[src/hw/rtl/lorenz_euler_integrator_assert.svh]
// Assertion macros for the Lorenz Euler integrator.
`ifndef LORENZ_EULER_INTEGRATOR_ASSERT_SVH
`define LORENZ_EULER_INTEGRATOR_ASSERT_SVH

// Same-cycle implication, disabled during reset.
`define LEI_ASSERT_SAME(label, ante, cons, msg) \
  label: assert property (@(posedge clk) disable iff (rst) (ante) |-> (cons)) \
    else $error(msg);

// Next-cycle implication, disabled during reset.
`define LEI_ASSERT_NEXT(label, ante, cons, msg) \
  label: assert property (@(posedge clk) disable iff (rst) (ante) |=> (cons)) \
    else $error(msg);

`endif

[src/hw/rtl/lei_pkg.sv]
package lei_pkg;

  localparam int COORD_BITS_DEF = 32;
  localparam int FRAC_BITS      = 22;
  localparam int OUT_BITS       = 32;
  localparam int COEF_BITS      = 24;
  localparam int DT_BITS        = 24;
  localparam int LEN_BITS       = 16;
  localparam int SCALE_BITS     = 18;
  localparam int ADDR_BITS      = 5;
  localparam int DATA_BITS      = 32;

  localparam logic [COEF_BITS-1:0]  SIGMA_RST = 24'd655360;
  localparam logic [COEF_BITS-1:0]  BETA_RST  = 24'd174758;
  localparam logic [COEF_BITS-1:0]  RHO_RST   = 24'd1835008;
  localparam logic [DT_BITS-1:0]    DT_RST    = 24'd16777;
  localparam logic [LEN_BITS-1:0]   LEN_RST   = 16'd50000;
  localparam logic [SCALE_BITS-1:0] SCALE_RST = 18'd1966;

  typedef enum logic [2:0] {
    REG_SIGMA = 3'd0,
    REG_BETA  = 3'd1,
    REG_RHO   = 3'd2,
    REG_DT    = 3'd3,
    REG_LEN   = 3'd4,
    REG_SCALE = 3'd5
  } reg_idx_t;

  typedef enum logic [2:0] {
    ST_IDLE,
    ST_LOAD,
    ST_MUL,
    ST_ROUND,
    ST_POST,
    ST_OUT
  } state_t;

  // One product per entry, in sequencer order.
  typedef enum logic [3:0] {
    OP_DX = 4'd0,
    OP_DY = 4'd1,
    OP_XY = 4'd2,
    OP_BZ = 4'd3,
    OP_NX = 4'd4,
    OP_NY = 4'd5,
    OP_NZ = 4'd6,
    OP_OX = 4'd7,
    OP_OY = 4'd8,
    OP_OZ = 4'd9
  } op_t;

endpackage

[src/hw/rtl/lorenz_euler_integrator.sv]
// Lorenz system, one forward Euler step per transaction, in fixed point.
// Step channel: step_valid/step_stall carry restart; a set restart returns the
// point to (1,1,1) and the step index to 0 before the step is taken.
// Result channel: result_valid/result_stall carry out_x, out_y, out_z (scaled
// point, Q10.22, saturated), step_index and last (final step of the run).
// Configuration: APB port, register i at byte address 4*i, pready tied high.
// The block takes no new step until the current step is through: step_stall is
// high outside the idle state. All ten products go through one shared
// shift-add multiplier that retires one multiplier bit per cycle, with a load
// state before and a rounding and a saturating add or subtract state after each
// product; the output state and the idle state close the step.
// result_valid rises when the output state loads the result after the tenth
// product, later while the result register is still stalled.
// Result stall: a finished result waits in the result register; the next step
// is accepted meanwhile, and its result waits until the register is taken.
// Reset (rst, synchronous) loads the default coefficients, point (1,1,1) and
// step index 0, and drops result_valid.
module lorenz_euler_integrator #(
  parameter int COORD_BITS = lei_pkg::COORD_BITS_DEF
) (
  input  logic                               clk,
  input  logic                               rst,
  input  logic                               step_valid,
  output logic                               step_stall,
  input  logic                               restart,
  output logic                               result_valid,
  input  logic                               result_stall,
  output logic signed [lei_pkg::OUT_BITS-1:0] out_x,
  output logic signed [lei_pkg::OUT_BITS-1:0] out_y,
  output logic signed [lei_pkg::OUT_BITS-1:0] out_z,
  output logic [lei_pkg::LEN_BITS-1:0]        step_index,
  output logic                               last,
  input  logic                               psel,
  input  logic                               penable,
  input  logic                               pwrite,
  input  logic [lei_pkg::ADDR_BITS-1:0]       paddr,
  input  logic [lei_pkg::DATA_BITS-1:0]       pwdata,
  output logic [lei_pkg::DATA_BITS-1:0]       prdata,
  output logic                               pready
);

`include "lorenz_euler_integrator_assert.svh"

  localparam int W  = COORD_BITS;
  localparam int PW = 2 * W + 1;
  localparam int RW = (W > lei_pkg::OUT_BITS) ? W : lei_pkg::OUT_BITS;
  localparam int CW = $clog2(W);
  localparam logic [W-1:0]  ONE_Q   = W'(1) << lei_pkg::FRAC_BITS;
  localparam logic [PW-1:0] LIM_W   = {{(W + 2){1'b0}}, {(W - 1){1'b1}}};
  localparam logic [PW-1:0] LIM_OUT =
    {{(PW - lei_pkg::OUT_BITS + 1){1'b0}}, {(lei_pkg::OUT_BITS - 1){1'b1}}};

  function automatic logic [W:0] sx(input logic [W-1:0] v);
    return {v[W-1], v};
  endfunction

  function automatic logic [W-1:0] sat_w(input logic [W:0] s);
    logic [W-1:0] r;
    if (s[W] != s[W-1]) begin
      r = s[W] ? {1'b1, {(W - 1){1'b0}}} : {1'b0, {(W - 1){1'b1}}};
    end else begin
      r = s[W-1:0];
    end
    return r;
  endfunction

  function automatic logic [W-1:0] mag_of(input logic [W-1:0] v);
    return v[W-1] ? (~v + 1'b1) : v;
  endfunction

  lei_pkg::state_t state, state_next;
  lei_pkg::op_t    op;

  logic [lei_pkg::COEF_BITS-1:0]  sigma, beta, rho;
  logic [lei_pkg::DT_BITS-1:0]    time_step;
  logic [lei_pkg::LEN_BITS-1:0]   run_length;
  logic [lei_pkg::SCALE_BITS-1:0] output_scale;

  logic [W-1:0] pos_x, pos_y, pos_z;
  logic [lei_pkg::LEN_BITS-1:0] step_counter;
  logic [W-1:0] t_dx, t_dy, t_dz;
  logic [lei_pkg::OUT_BITS-1:0] res_x, res_y, res_z;

  logic [W-1:0]    mul_a, mul_b;
  logic            mul_neg;
  logic [2*W-1:0]  acc;
  logic [CW-1:0]   cnt;
  logic [RW-1:0]   mres;

  logic            step_take, out_free, out_load, last_w, cfg_wr;
  logic [W-1:0]    diff_yx, rho_z, sig_w, beta_w;
  logic [W+7:0]    rho_d;
  logic [W-1:0]    opa_mag, opb_mag;
  logic            opa_neg, opb_neg;
  logic [PW-1:0]   q, lim, rnd;
  logic            rem_nz;
  logic [W-1:0]    post_a, post_b, post_val;
  logic            post_sub;
  logic [W:0]      post_sum;
  logic [W-1:0]    mres_w;

  assign pready    = 1'b1;
  assign cfg_wr    = psel && penable && pwrite && pready;
  assign step_take = step_valid && !step_stall;
  assign out_free  = !result_valid || !result_stall;
  assign last_w    = ({1'b0, step_counter} + 17'd1) >= {1'b0, run_length};
  assign mres_w    = mres[W-1:0];

  // Operand selection
  assign diff_yx = sat_w(sx(pos_y) - sx(pos_x));
  assign rho_d   = {{(W - 22){rho[lei_pkg::COEF_BITS-1]}}, rho, 6'b0} - {{8{pos_z[W-1]}}, pos_z};
  assign rho_z   = (rho_d[W+7:W-1] == {9{rho_d[W-1]}}) ? rho_d[W-1:0] :
                   (rho_d[W+7] ? {1'b1, {(W - 1){1'b0}}} : {1'b0, {(W - 1){1'b1}}});
  assign sig_w   = {{(W - lei_pkg::COEF_BITS){sigma[lei_pkg::COEF_BITS-1]}}, sigma};
  assign beta_w  = {{(W - lei_pkg::COEF_BITS){beta[lei_pkg::COEF_BITS-1]}}, beta};

  always_comb begin
    opa_neg = 1'b0;
    opa_mag = '0;
    opb_neg = 1'b0;
    opb_mag = '0;
    unique case (op)
      lei_pkg::OP_DX: begin
        opa_neg = sig_w[W-1];   opa_mag = mag_of(sig_w);
        opb_neg = diff_yx[W-1]; opb_mag = mag_of(diff_yx);
      end
      lei_pkg::OP_DY: begin
        opa_neg = pos_x[W-1]; opa_mag = mag_of(pos_x);
        opb_neg = rho_z[W-1]; opb_mag = mag_of(rho_z);
      end
      lei_pkg::OP_XY: begin
        opa_neg = pos_x[W-1]; opa_mag = mag_of(pos_x);
        opb_neg = pos_y[W-1]; opb_mag = mag_of(pos_y);
      end
      lei_pkg::OP_BZ: begin
        opa_neg = beta_w[W-1]; opa_mag = mag_of(beta_w);
        opb_neg = pos_z[W-1];  opb_mag = mag_of(pos_z);
      end
      lei_pkg::OP_NX, lei_pkg::OP_NY, lei_pkg::OP_NZ: begin
        opa_mag = {{(W - lei_pkg::DT_BITS){1'b0}}, time_step};
        if (op == lei_pkg::OP_NX) begin
          opb_neg = t_dx[W-1]; opb_mag = mag_of(t_dx);
        end else if (op == lei_pkg::OP_NY) begin
          opb_neg = t_dy[W-1]; opb_mag = mag_of(t_dy);
        end else begin
          opb_neg = t_dz[W-1]; opb_mag = mag_of(t_dz);
        end
      end
      lei_pkg::OP_OX, lei_pkg::OP_OY, lei_pkg::OP_OZ: begin
        opb_mag = {{(W - lei_pkg::SCALE_BITS){1'b0}}, output_scale};
        if (op == lei_pkg::OP_OX) begin
          opa_neg = pos_x[W-1]; opa_mag = mag_of(pos_x);
        end else if (op == lei_pkg::OP_OY) begin
          opa_neg = pos_y[W-1]; opa_mag = mag_of(pos_y);
        end else begin
          opa_neg = pos_z[W-1]; opa_mag = mag_of(pos_z);
        end
      end
      default: begin
        opa_mag = '0;
      end
    endcase
  end

  // Rounding toward minus infinity and saturation of the product
  always_comb begin
    unique case (op)
      lei_pkg::OP_DY, lei_pkg::OP_XY: begin
        q      = {1'b0, acc >> lei_pkg::FRAC_BITS};
        rem_nz = |acc[lei_pkg::FRAC_BITS-1:0];
      end
      lei_pkg::OP_NX, lei_pkg::OP_NY, lei_pkg::OP_NZ: begin
        q      = {1'b0, acc >> lei_pkg::DT_BITS};
        rem_nz = |acc[lei_pkg::DT_BITS-1:0];
      end
      default: begin
        q      = {1'b0, acc >> 16};
        rem_nz = |acc[15:0];
      end
    endcase
    q   = q + PW'(mul_neg && rem_nz);
    lim = (op == lei_pkg::OP_OX || op == lei_pkg::OP_OY || op == lei_pkg::OP_OZ) ?
          LIM_OUT : LIM_W;
    if (mul_neg) begin
      rnd = (q > lim + 1'b1) ? (~(lim + 1'b1) + 1'b1) : (~q + 1'b1);
    end else begin
      rnd = (q > lim) ? lim : q;
    end
  end

  // Saturating add or subtract after each product
  always_comb begin
    post_a   = mres_w;
    post_b   = '0;
    post_sub = 1'b0;
    unique case (op)
      lei_pkg::OP_DY: begin
        post_b = pos_y; post_sub = 1'b1;
      end
      lei_pkg::OP_BZ: begin
        post_a = t_dz; post_b = mres_w; post_sub = 1'b1;
      end
      lei_pkg::OP_NX: post_b = pos_x;
      lei_pkg::OP_NY: post_b = pos_y;
      lei_pkg::OP_NZ: post_b = pos_z;
      default: post_b = '0;
    endcase
    post_sum = post_sub ? (sx(post_a) - sx(post_b)) : (sx(post_a) + sx(post_b));
    post_val = sat_w(post_sum);
  end

  always_comb begin
    state_next = state;
    unique case (state)
      lei_pkg::ST_IDLE:  if (step_valid) begin
        state_next = lei_pkg::ST_LOAD;
      end
      lei_pkg::ST_LOAD:  state_next = lei_pkg::ST_MUL;
      lei_pkg::ST_MUL:   if (cnt == '0) begin
        state_next = lei_pkg::ST_ROUND;
      end
      lei_pkg::ST_ROUND: state_next = lei_pkg::ST_POST;
      lei_pkg::ST_POST:  state_next = (op == lei_pkg::OP_OZ) ? lei_pkg::ST_OUT : lei_pkg::ST_LOAD;
      lei_pkg::ST_OUT:   if (out_free) begin
        state_next = lei_pkg::ST_IDLE;
      end
      default: state_next = lei_pkg::ST_IDLE;
    endcase
  end

  always_comb begin
    step_stall = (state != lei_pkg::ST_IDLE);
    out_load   = (state == lei_pkg::ST_OUT) && out_free;
  end

  always_comb begin
    unique case (lei_pkg::reg_idx_t'(paddr[4:2]))
      lei_pkg::REG_SIGMA: prdata = {{8{sigma[lei_pkg::COEF_BITS-1]}}, sigma};
      lei_pkg::REG_BETA:  prdata = {{8{beta[lei_pkg::COEF_BITS-1]}}, beta};
      lei_pkg::REG_RHO:   prdata = {{8{rho[lei_pkg::COEF_BITS-1]}}, rho};
      lei_pkg::REG_DT:    prdata = {8'b0, time_step};
      lei_pkg::REG_LEN:   prdata = {16'b0, run_length};
      lei_pkg::REG_SCALE: prdata = {14'b0, output_scale};
      default:            prdata = '0;
    endcase
  end

  always_ff @(posedge clk) begin
    if (rst) begin
      state        <= lei_pkg::ST_IDLE;
      op           <= lei_pkg::OP_DX;
      result_valid <= 1'b0;
      sigma        <= lei_pkg::SIGMA_RST;
      beta         <= lei_pkg::BETA_RST;
      rho          <= lei_pkg::RHO_RST;
      time_step    <= lei_pkg::DT_RST;
      run_length   <= lei_pkg::LEN_RST;
      output_scale <= lei_pkg::SCALE_RST;
      pos_x        <= ONE_Q;
      pos_y        <= ONE_Q;
      pos_z        <= ONE_Q;
      step_counter <= '0;
    end else begin
      state <= state_next;

      if (cfg_wr) begin
        unique case (lei_pkg::reg_idx_t'(paddr[4:2]))
          lei_pkg::REG_SIGMA: sigma        <= pwdata[lei_pkg::COEF_BITS-1:0];
          lei_pkg::REG_BETA:  beta         <= pwdata[lei_pkg::COEF_BITS-1:0];
          lei_pkg::REG_RHO:   rho          <= pwdata[lei_pkg::COEF_BITS-1:0];
          lei_pkg::REG_DT:    time_step    <= pwdata[lei_pkg::DT_BITS-1:0];
          lei_pkg::REG_LEN:   run_length   <= pwdata[lei_pkg::LEN_BITS-1:0];
          lei_pkg::REG_SCALE: output_scale <= pwdata[lei_pkg::SCALE_BITS-1:0];
          default: ;
        endcase
      end

      if (step_take) begin
        op <= lei_pkg::OP_DX;
        if (restart) begin
          pos_x        <= ONE_Q;
          pos_y        <= ONE_Q;
          pos_z        <= ONE_Q;
          step_counter <= '0;
        end
      end

      if (state == lei_pkg::ST_POST) begin
        unique case (op)
          lei_pkg::OP_DX: t_dx  <= mres_w;
          lei_pkg::OP_DY: t_dy  <= post_val;
          lei_pkg::OP_XY: t_dz  <= mres_w;
          lei_pkg::OP_BZ: t_dz  <= post_val;
          lei_pkg::OP_NX: pos_x <= post_val;
          lei_pkg::OP_NY: pos_y <= post_val;
          lei_pkg::OP_NZ: pos_z <= post_val;
          lei_pkg::OP_OX: res_x <= mres[lei_pkg::OUT_BITS-1:0];
          lei_pkg::OP_OY: res_y <= mres[lei_pkg::OUT_BITS-1:0];
          lei_pkg::OP_OZ: res_z <= mres[lei_pkg::OUT_BITS-1:0];
          default: ;
        endcase
        if (op != lei_pkg::OP_OZ) begin
          op <= lei_pkg::op_t'(op + 4'd1);
        end
      end

      if (out_load) begin
        result_valid <= 1'b1;
        if (last_w) begin
          pos_x        <= ONE_Q;
          pos_y        <= ONE_Q;
          pos_z        <= ONE_Q;
          step_counter <= '0;
        end else begin
          step_counter <= step_counter + 1'b1;
        end
      end else if (result_valid && !result_stall) begin
        result_valid <= 1'b0;
      end
    end
  end

  always_ff @(posedge clk) begin
    if (state == lei_pkg::ST_LOAD) begin
      mul_a   <= opa_mag;
      mul_b   <= opb_mag;
      mul_neg <= opa_neg ^ opb_neg;
      acc     <= '0;
      cnt     <= CW'(W - 1);
    end else if (state == lei_pkg::ST_MUL) begin
      acc   <= {acc[2*W-2:0], 1'b0} + (mul_b[W-1] ? {{W{1'b0}}, mul_a} : {(2 * W){1'b0}});
      mul_b <= {mul_b[W-2:0], 1'b0};
      cnt   <= cnt - 1'b1;
    end
    if (state == lei_pkg::ST_ROUND) begin
      mres <= rnd[RW-1:0];
    end
    if (out_load) begin
      out_x      <= res_x;
      out_y      <= res_y;
      out_z      <= res_z;
      step_index <= step_counter;
      last       <= last_w;
    end
  end

  `LEI_ASSERT_NEXT(a_step_starts, step_valid && !step_stall, state == lei_pkg::ST_LOAD && op == lei_pkg::OP_DX, "accepted step did not start at the first product")
  `LEI_ASSERT_SAME(a_valid_from_out, $rose(result_valid), $past(state == lei_pkg::ST_OUT), "result raised outside the output state")
  `LEI_ASSERT_NEXT(a_last_restarts, out_load && last_w, step_counter == '0 && pos_x == ONE_Q, "final step did not restart the run")
  `LEI_ASSERT_SAME(a_mul_done, state == lei_pkg::ST_ROUND, $past(state == lei_pkg::ST_MUL) && $past(cnt) == '0, "rounding before all multiplier bits retired")

endmodule

[config.mk]
export PLATFORM = sky130hd
export DESIGN_NAME = lorenz_euler_integrator
export DESIGN_NICKNAME = d
export VERILOG_FILES = /design/src/hw/rtl/lei_pkg.sv /design/src/hw/rtl/lorenz_euler_integrator.sv
export VERILOG_INCLUDE_DIRS = /design/src /design/src/hw/rtl
export SDC_FILE = /design/constraint.sdc
export NUM_CORES = 2
export LEC_CHECK = 0
export ABC_AREA = 0
export BUFFER_PORTS_ARGS = -buffer_cell sky130_fd_sc_hd__buf_4
export CORE_MARGIN = 1.5
export CORE_UTILIZATION = 55
export DETAILED_ROUTE_END_ITERATION = 6
export PLACE_DENSITY = 0.77
export SLEW_MARGIN = 10
export SYNTH_ARGS = -nofsm -noshare
export SYNTH_HDL_FRONTEND = slang
export SYNTH_SLANG_ARGS = --single-unit
[constraint.sdc]
create_clock -name clk -period 9.8 [get_ports clk]
set_input_delay 1.96 -clock clk [delete_from_list [all_inputs] [get_ports clk]]
set_output_delay 1.96 -clock clk [all_outputs]
set_load 0.01 [all_outputs]
# After elaboration in Yosys (flattened, before gate mapping)
# Cells that the tools add are included.
# totals
regBits	721
elab_cells	209
input_bits	45
# classes
muxes	74
addsub	21
reduce_logical	42
eq_ne	26
order_cmp	3
bitwise	13
# op_table
cell	n
two-way mux 32 bit	45
case mux 32 bit (6 select lines)	2
adder 32 x 1 -> 32 bit, second input constant	11
inverter 32 bit	11
case mux 32 bit (5 select lines)	1
case mux 32 bit (4 select lines)	1
case mux 48 bit (2 select lines)	1
subtractor 32 x 32 -> 33 bit	2
adder 64 x 32 -> 64 bit	1
two-way mux 16 bit	4
case mux 32 bit (2 select lines)	1
adder 48 x 1 -> 49 bit	1
> comparator 49 x 31 -> 1 bit, second input constant	1
> comparator 49 x 32 -> 1 bit, second input constant	1
adder 32 x 32 -> 33 bit	1
two-way mux 33 bit	1
subtractor 30 x 32 -> 33 bit	1
OR reduction 24 bit	1
OR reduction 22 bit	1
AND reduction 3 bit	7
case mux 3 bit (6 select lines)	1
adder 16 x 1 -> 17 bit, second input constant	1
>= comparator 17 x 16 -> 1 bit	1
adder 16 x 1 -> 16 bit, second input constant	1
other kinds (33)	80

# Depth between registers and ports, before layout
# logic_depth
depth_word	11
depth_mapped	31

# Least setup slack after synthesis
# Ideal clock, no wire load.
# synth_path
path_kind	input to register
from	input result_stall
to	register step_counter[11] in the netlist's numbering
cell_stages	6
path_slack_ps	661
arrival_ps	9069
path_buffers	1
path_cell_list	a21oi_1 -> inv_1 -> nor2_1 -> clkbuf_1 -> nand3b_1 -> a21oi_1
# synth_via
elab_chain_cells	5
word_cells_on_any_way	7
cone_classes	1 x mux; 6 x reduce/logical
# synth_rtl
element	line_no	source
start: declaration	lorenz_euler_integrator.sv:27	input logic result_stall,
zero test 1 bit (*)	lorenz_euler_integrator.sv:105	assign out_free = !result_valid || !result_stall;
logical OR 1 bit (*)	lorenz_euler_integrator.sv:105	
logical AND 1 bit (*)	lorenz_euler_integrator.sv:233	out_load = (state == lei_pkg::ST_OUT) && out_free;
nonzero test 2 bit (no line)	-	
AND reduction 2 bit (no line)	-	
end signal: assignment	lorenz_euler_integrator.sv:315	step_counter <= step_counter + 1'b1;
end: declaration	lorenz_euler_integrator.sv:80	logic [lei_pkg::LEN_BITS-1:0] step_counter;
# Mark *: on every way between the ends. The rest lies on a longest branch, timed or not.
# A chain may end at the register's enable or synchronous reset.

# Worst setup path in the final report
# layout_path
from	register op[2]
to	register pos_z[21]
# layout_via
elab_chain_cells	11
word_cells_on_any_way	20
cone_classes	2 x add/sub; 6 x eq/ne; 10 x mux; 2 x reduce/logical
# layout_rtl
element	line_no	source
start: declaration	lorenz_euler_integrator.sv:72	lei_pkg::op_t op;
start signal: assignment	lorenz_euler_integrator.sv:251	op <= lei_pkg::OP_DX;
start signal: assignment	lorenz_euler_integrator.sv:279	op <= lei_pkg::OP_DX;
start signal: assignment	lorenz_euler_integrator.sv:303	op <= lei_pkg::op_t'(op + 4'd1);
== test 4 x 3 -> 1 bit / == test 4 x 1 -> 1 bit (equally long branches)	lorenz_euler_integrator.sv:196	unique case (op)
OR reduction 2 bit (no line)	-	
case mux 32 bit (4 select lines)	lorenz_euler_integrator.sv:196	
adder 32 x 32 -> 33 bit / subtractor 32 x 32 -> 33 bit (equally long branches)	lorenz_euler_integrator.sv:208	post_sum = post_sub ? (sx(post_a) - sx(post_b)) : (sx(post_a) + sx(post_b));
two-way mux 33 bit (*)	lorenz_euler_integrator.sv:208	
two-way mux 32 bit / inequality test 1 bit (equally long branches)	lorenz_euler_integrator.sv:60, lorenz_euler_integrator.sv:59	
two-way mux 32 bit (*)	lorenz_euler_integrator.sv:59	if (s[W] != s[W-1]) begin
via post_val[21]	lorenz_euler_integrator.sv:97	logic [W-1:0] post_a, post_b, post_val;
two-way mux 32 bit (*)	lorenz_euler_integrator.sv:289	unique case (op)
two-way mux 32 bit (*)	lorenz_euler_integrator.sv:288	if (state == lei_pkg::ST_POST) begin
two-way mux 32 bit	lorenz_euler_integrator.sv:309	if (last_w) begin
two-way mux 32 bit (*)	lorenz_euler_integrator.sv:307	if (out_load) begin
end signal: assignment	lorenz_euler_integrator.sv:296	lei_pkg::OP_NZ: pos_z <= post_val;
end: declaration	lorenz_euler_integrator.sv:79	logic [W-1:0] pos_x, pos_y, pos_z;
# The timed path passes the listed nets; every way through them passes the cells marked *.

==> flow_summary.rst <==
.. list-table::
   :header-rows: 1

   * - Metric
     - Value
   * - Post-synthesis area per instance
     - 8.43 µm²
   * - Setup repair after global routing missed its margin
     - false
   * - Area of the die
     - 92000 µm²
   * - Nets
     - about 6100
   * - Leading cell types by count after synthesis
     - nand2_1, a21oi_1, edfxtp_1, o21ai_0, nor2_1
   * - Post-Synthesis Net Count
     - a little over 6000
   * - GRT Total Usage
     - between 40% and 50%
   * - Port Buf Inserts
     - ~180
   * - FMAX
     - ~0.12 GHz
   * - Hold_buf cts
     - 0
   * - Area growth from synthesis to layout
     - 9.75%
   * - Final-report max-slew violation count
     - 0
   * - Category of the most critical setup path
     - reg2reg
   * - Non-filler instance count after layout
     - between 7000 and 8000
   * - Post-DP HPWL
     - around 150 mm
   * - YS warnings
     - 0
   * - Top routing layer used
     - met5
   * - IO Count
     - 193
   * - Number of antenna violations at the first check in global routing
     - 18
   * - Source-to-sink clock delay at the later pin of the worst-skew pair
     - 0.69 ns
   * - Starting Density
     - 55.8%
   * - Residual DRC count
     - 0
   * - Worst setup slack before clock tree synthesis
     - approximately 1.6 ns
   * - Worst setup slack after layout
     - around 1.2 ns
   * - TritonCTS clock tree
     - built
   * - Post-detailed-routing wire length
     - 197 mm
   * - Post-Route M1 WL
     - 71.4 mm
   * - Area contributors post-synth
     - edfxtp_1, dfxtp_1, nand2_1
   * - Area leader, netlist
     - edfxtp_1
   * - Dpl cell area
     - 51700 µm²
   * - Chip height
     - just over 300 µm
   * - Min Tclk post-route
     - approximately 8.6 ns
   * - Async set or reset register ratio after synthesis
     - 0%
   * - Slowest Stage Delay on Critical Path
     - between 0.8 and 0.9 ns
   * - Fin. Hold Viols
     - 0
   * - Element type at the critical path end
     - register
   * - Via count of the first global-routing pass
     - 44200
   * - Critical Path Fanout Max
     - 24
   * - Post-CTS repair timing setup buffer count
     - 0
   * - Weighted congestion at the end of routability-driven global placement
     - around 1.1
   * - Maximum number of pins on one net before global-route repair
     - around 120
   * - TritonCTS Sinks
     - between 700 and 800
   * - Synth unique cells
     - between 100 and 150
   * - CP max stage cell
     - and2_1
   * - DR iter-0 viols
     - 7025
   * - Max-cap violation count
     - 0
   * - Startpoint types
     - register
   * - LEAKAGE
     - about 20 nW
   * - Power per cell area
     - 155 nW/µm²
   * - Detailed-routed wire length on met3
     - approximately 22 mm
   * - Proportion of layout cells with a drive suffix above 1
     - between 8 and 9%
   * - Number of buffers inserted during clock tree synthesis
     - 80
   * - Final hold slack
     - approximately 0.42 ns
   * - Vias after detailed routing
     - about 50000
   * - DR WL met2
     - 86.8 mm
   * - Post-synthesis sequential element count
     - slightly above 700
   * - Worst Path Required
     - 10.36 ns
   * - Largest voltage drop on the vdd net
     - ~0.15 mV
   * - Instance count after placement with tap cells included
     - a little under 7000
   * - Post-route cell area
     - 54400 µm²
   * - Clock tree skew after final layout
     - slightly below 0.06 ns
   * - CP startpoint
     - op[2]
   * - Total gr overflow
     - 0
   * - Post-synth design cell area
     - 49600 µm²
   * - Synth top area share
     - between 20% and 30%
   * - Critical Path AT
     - between 9 and 10 ns
   * - Number of H-tree branching levels
     - 3
   * - Number of iterations in the first detailed-routing pass
     - 6
   * - Slew at the pin closest to its max-slew limit
     - 1.39 ns
   * - First-pass GRT wire length
     - about 290 mm
   * - Most used flip-flop cell after synthesis
     - edfxtp_1
   * - Critical-path cell list
     - nor2b_1 -> and2_1 -> buf_4 -> a221o_1 -> nor4_1 -> nand3_1 -> inv_1 -> a21oi_1 -> xnor2_1 -> ha_1 -> a21o_1 -> a21oi_1 -> o21bai_1 -> a21o_1 -> a21oi_1 -> o21ai_0 -> a2111oi_0 -> o21ai_0 -> a221oi_1 -> xor2_2 -> buf_4 -> nand2_1 -> o21ai_0 -> a22o_1
   * - Worst min path class
     - reg2reg
   * - Proportion of synthesized chip area in sequential cells
     - between 30% and 40%
   * - Register containing the most flip-flops in the final layout
     - acc
   * - Post-route clock period utilization
     - just under 90%
   * - Launch instance of the worst min-delay path
     - res_z[28]
   * - Outcome
     - complete, no violations
   * - # setup viols final
     - 0
   * - Quantity of gates resized following cts
     - 0
   * - Remaining max-slew budget at the tightest pin
     - around 7.3%
   * - Synthesized netlist cell count
     - 5883
   * - Final-layout setup total negative slack
     - 0 ns
   * - Wire length per cell after detailed routing
     - between 20 and 30 µm
   * - Remaining number of nets flagged by the antenna check after routing
     - 0
   * - Die Width
     - 303 µm
   * - CTS clock-pin slew for the worst setup and hold paths
     - about 0.070 ns
   * - Row count
     - ~110
   * - Worst reg2reg path startpoint
     - op[2]
   * - Largest register FFs
     - 64
   * - Most common cell in the synthesized netlist
     - nand2_1
   * - Clock tree root driver cell
     - clkbuf_16
   * - Core Footprint
     - around 89000 µm²
   * - Post-synth EDFFs
     - around 400
   * - CTS Buffer Depth
     - 3
   * - Post-detailed-route via-to-cell ratio
     - around 7
[per-stage QoR]
step / util [%] / total power [mW]
floorplan: - / 4.80
global placement: 58.2 / 5.28
detailed placement: 58.2 / 5.33
CTS: 61.2 / 8.37
global route: 61.2 / 8.70
finish: 61.2 / 8.42
[cells by family (layout without fill, tap and decap cells)]
family                     count (synthesis)  count (layout)  share of synthesized area [%]
muxes                                     42              42                          0.865
xor gates and xnor gates                 469             469                           8.28
DFF                                      721             721                           37.2
other                                      1              10                        0.00756
and+or+nand+nor                         2079            2079                           19.9
buffers and inverters                    543             594                           4.44
adders and majority gates                176             176                           4.41
AOI/OAI and AO/OA                       1852            1852                           24.9
[where the power goes]
| group | leakage, nW | total, mW | internal [mW] | switching, mW |
|---|---|---|---|---|
| logic | 12.9 | 1.80 | 0.652 | 1.15 |
| clock network | 1.29 | 3.08 | 1.74 | 1.35 |
| registers | 6.26 | 3.54 | 3.37 | 0.164 |
[per-layer routing]
metal,vias up,global-route usage [%]
met2,3156,65.0
li1,21800,-
met4,22,28.3
met5,-,0.104
met1,23100,50.6
met3,809,10.2
[cell type report]
cell class | instances | area, µm²
flip-flops and latches | 721 | 18500
fillers | 7712 | 34500
diodes | 9 | 22.5
well taps | 1165 | 1460
clock inverters | 36 | 483
repair buffers | 276 | 2080
inverters | 174 | 653
multi-input cells | 4619 | 29100
clock buffers | 108 | 2200
[critical path, delay by kind of cell (launching register included)]
family / cells / cell delay (ns)
flops: 1 / 0.52
xor+xnor: 2 / 0.41
fa+ha+maj: 1 / 0.36
buf+inv: 3 / 0.78
simple gates: 5 / 2.48
compound gates: 13 / 3.85
[worst paths after layout]
kind / cells after the start / slack (ns) / to
worst max-delay path: 24 / 1.24 / pos_z[21]
worst min-delay path: 0 / 0.42 / out_z[28]
worst max register to register: 24 / 1.24 / pos_z[21]
worst min register to register: 0 / 0.42 / out_z[28]
[cell usage in the layout (no fill, tap or decap), types with 60 or more instances in the layout]
cell type	count
nor2_1	331
nand2_1	930
o211ai_1	81
xnor2_1	275
buf_4	275
a21oi_1	448
nand4_1	62
and2_1	75
edfxtp_1	402
dfxtp_1	319
nand3_1	163
a211oi_1	60
o21ai_0	396
o22ai_1	71
ha_1	159
inv_1	170
a22oi_1	121
a21o_1	77
xor2_1	192
nor3_1	100
o31ai_1	76
a22o_1	101
clkbuf_16	81
(Power assumes the default switching activity.)
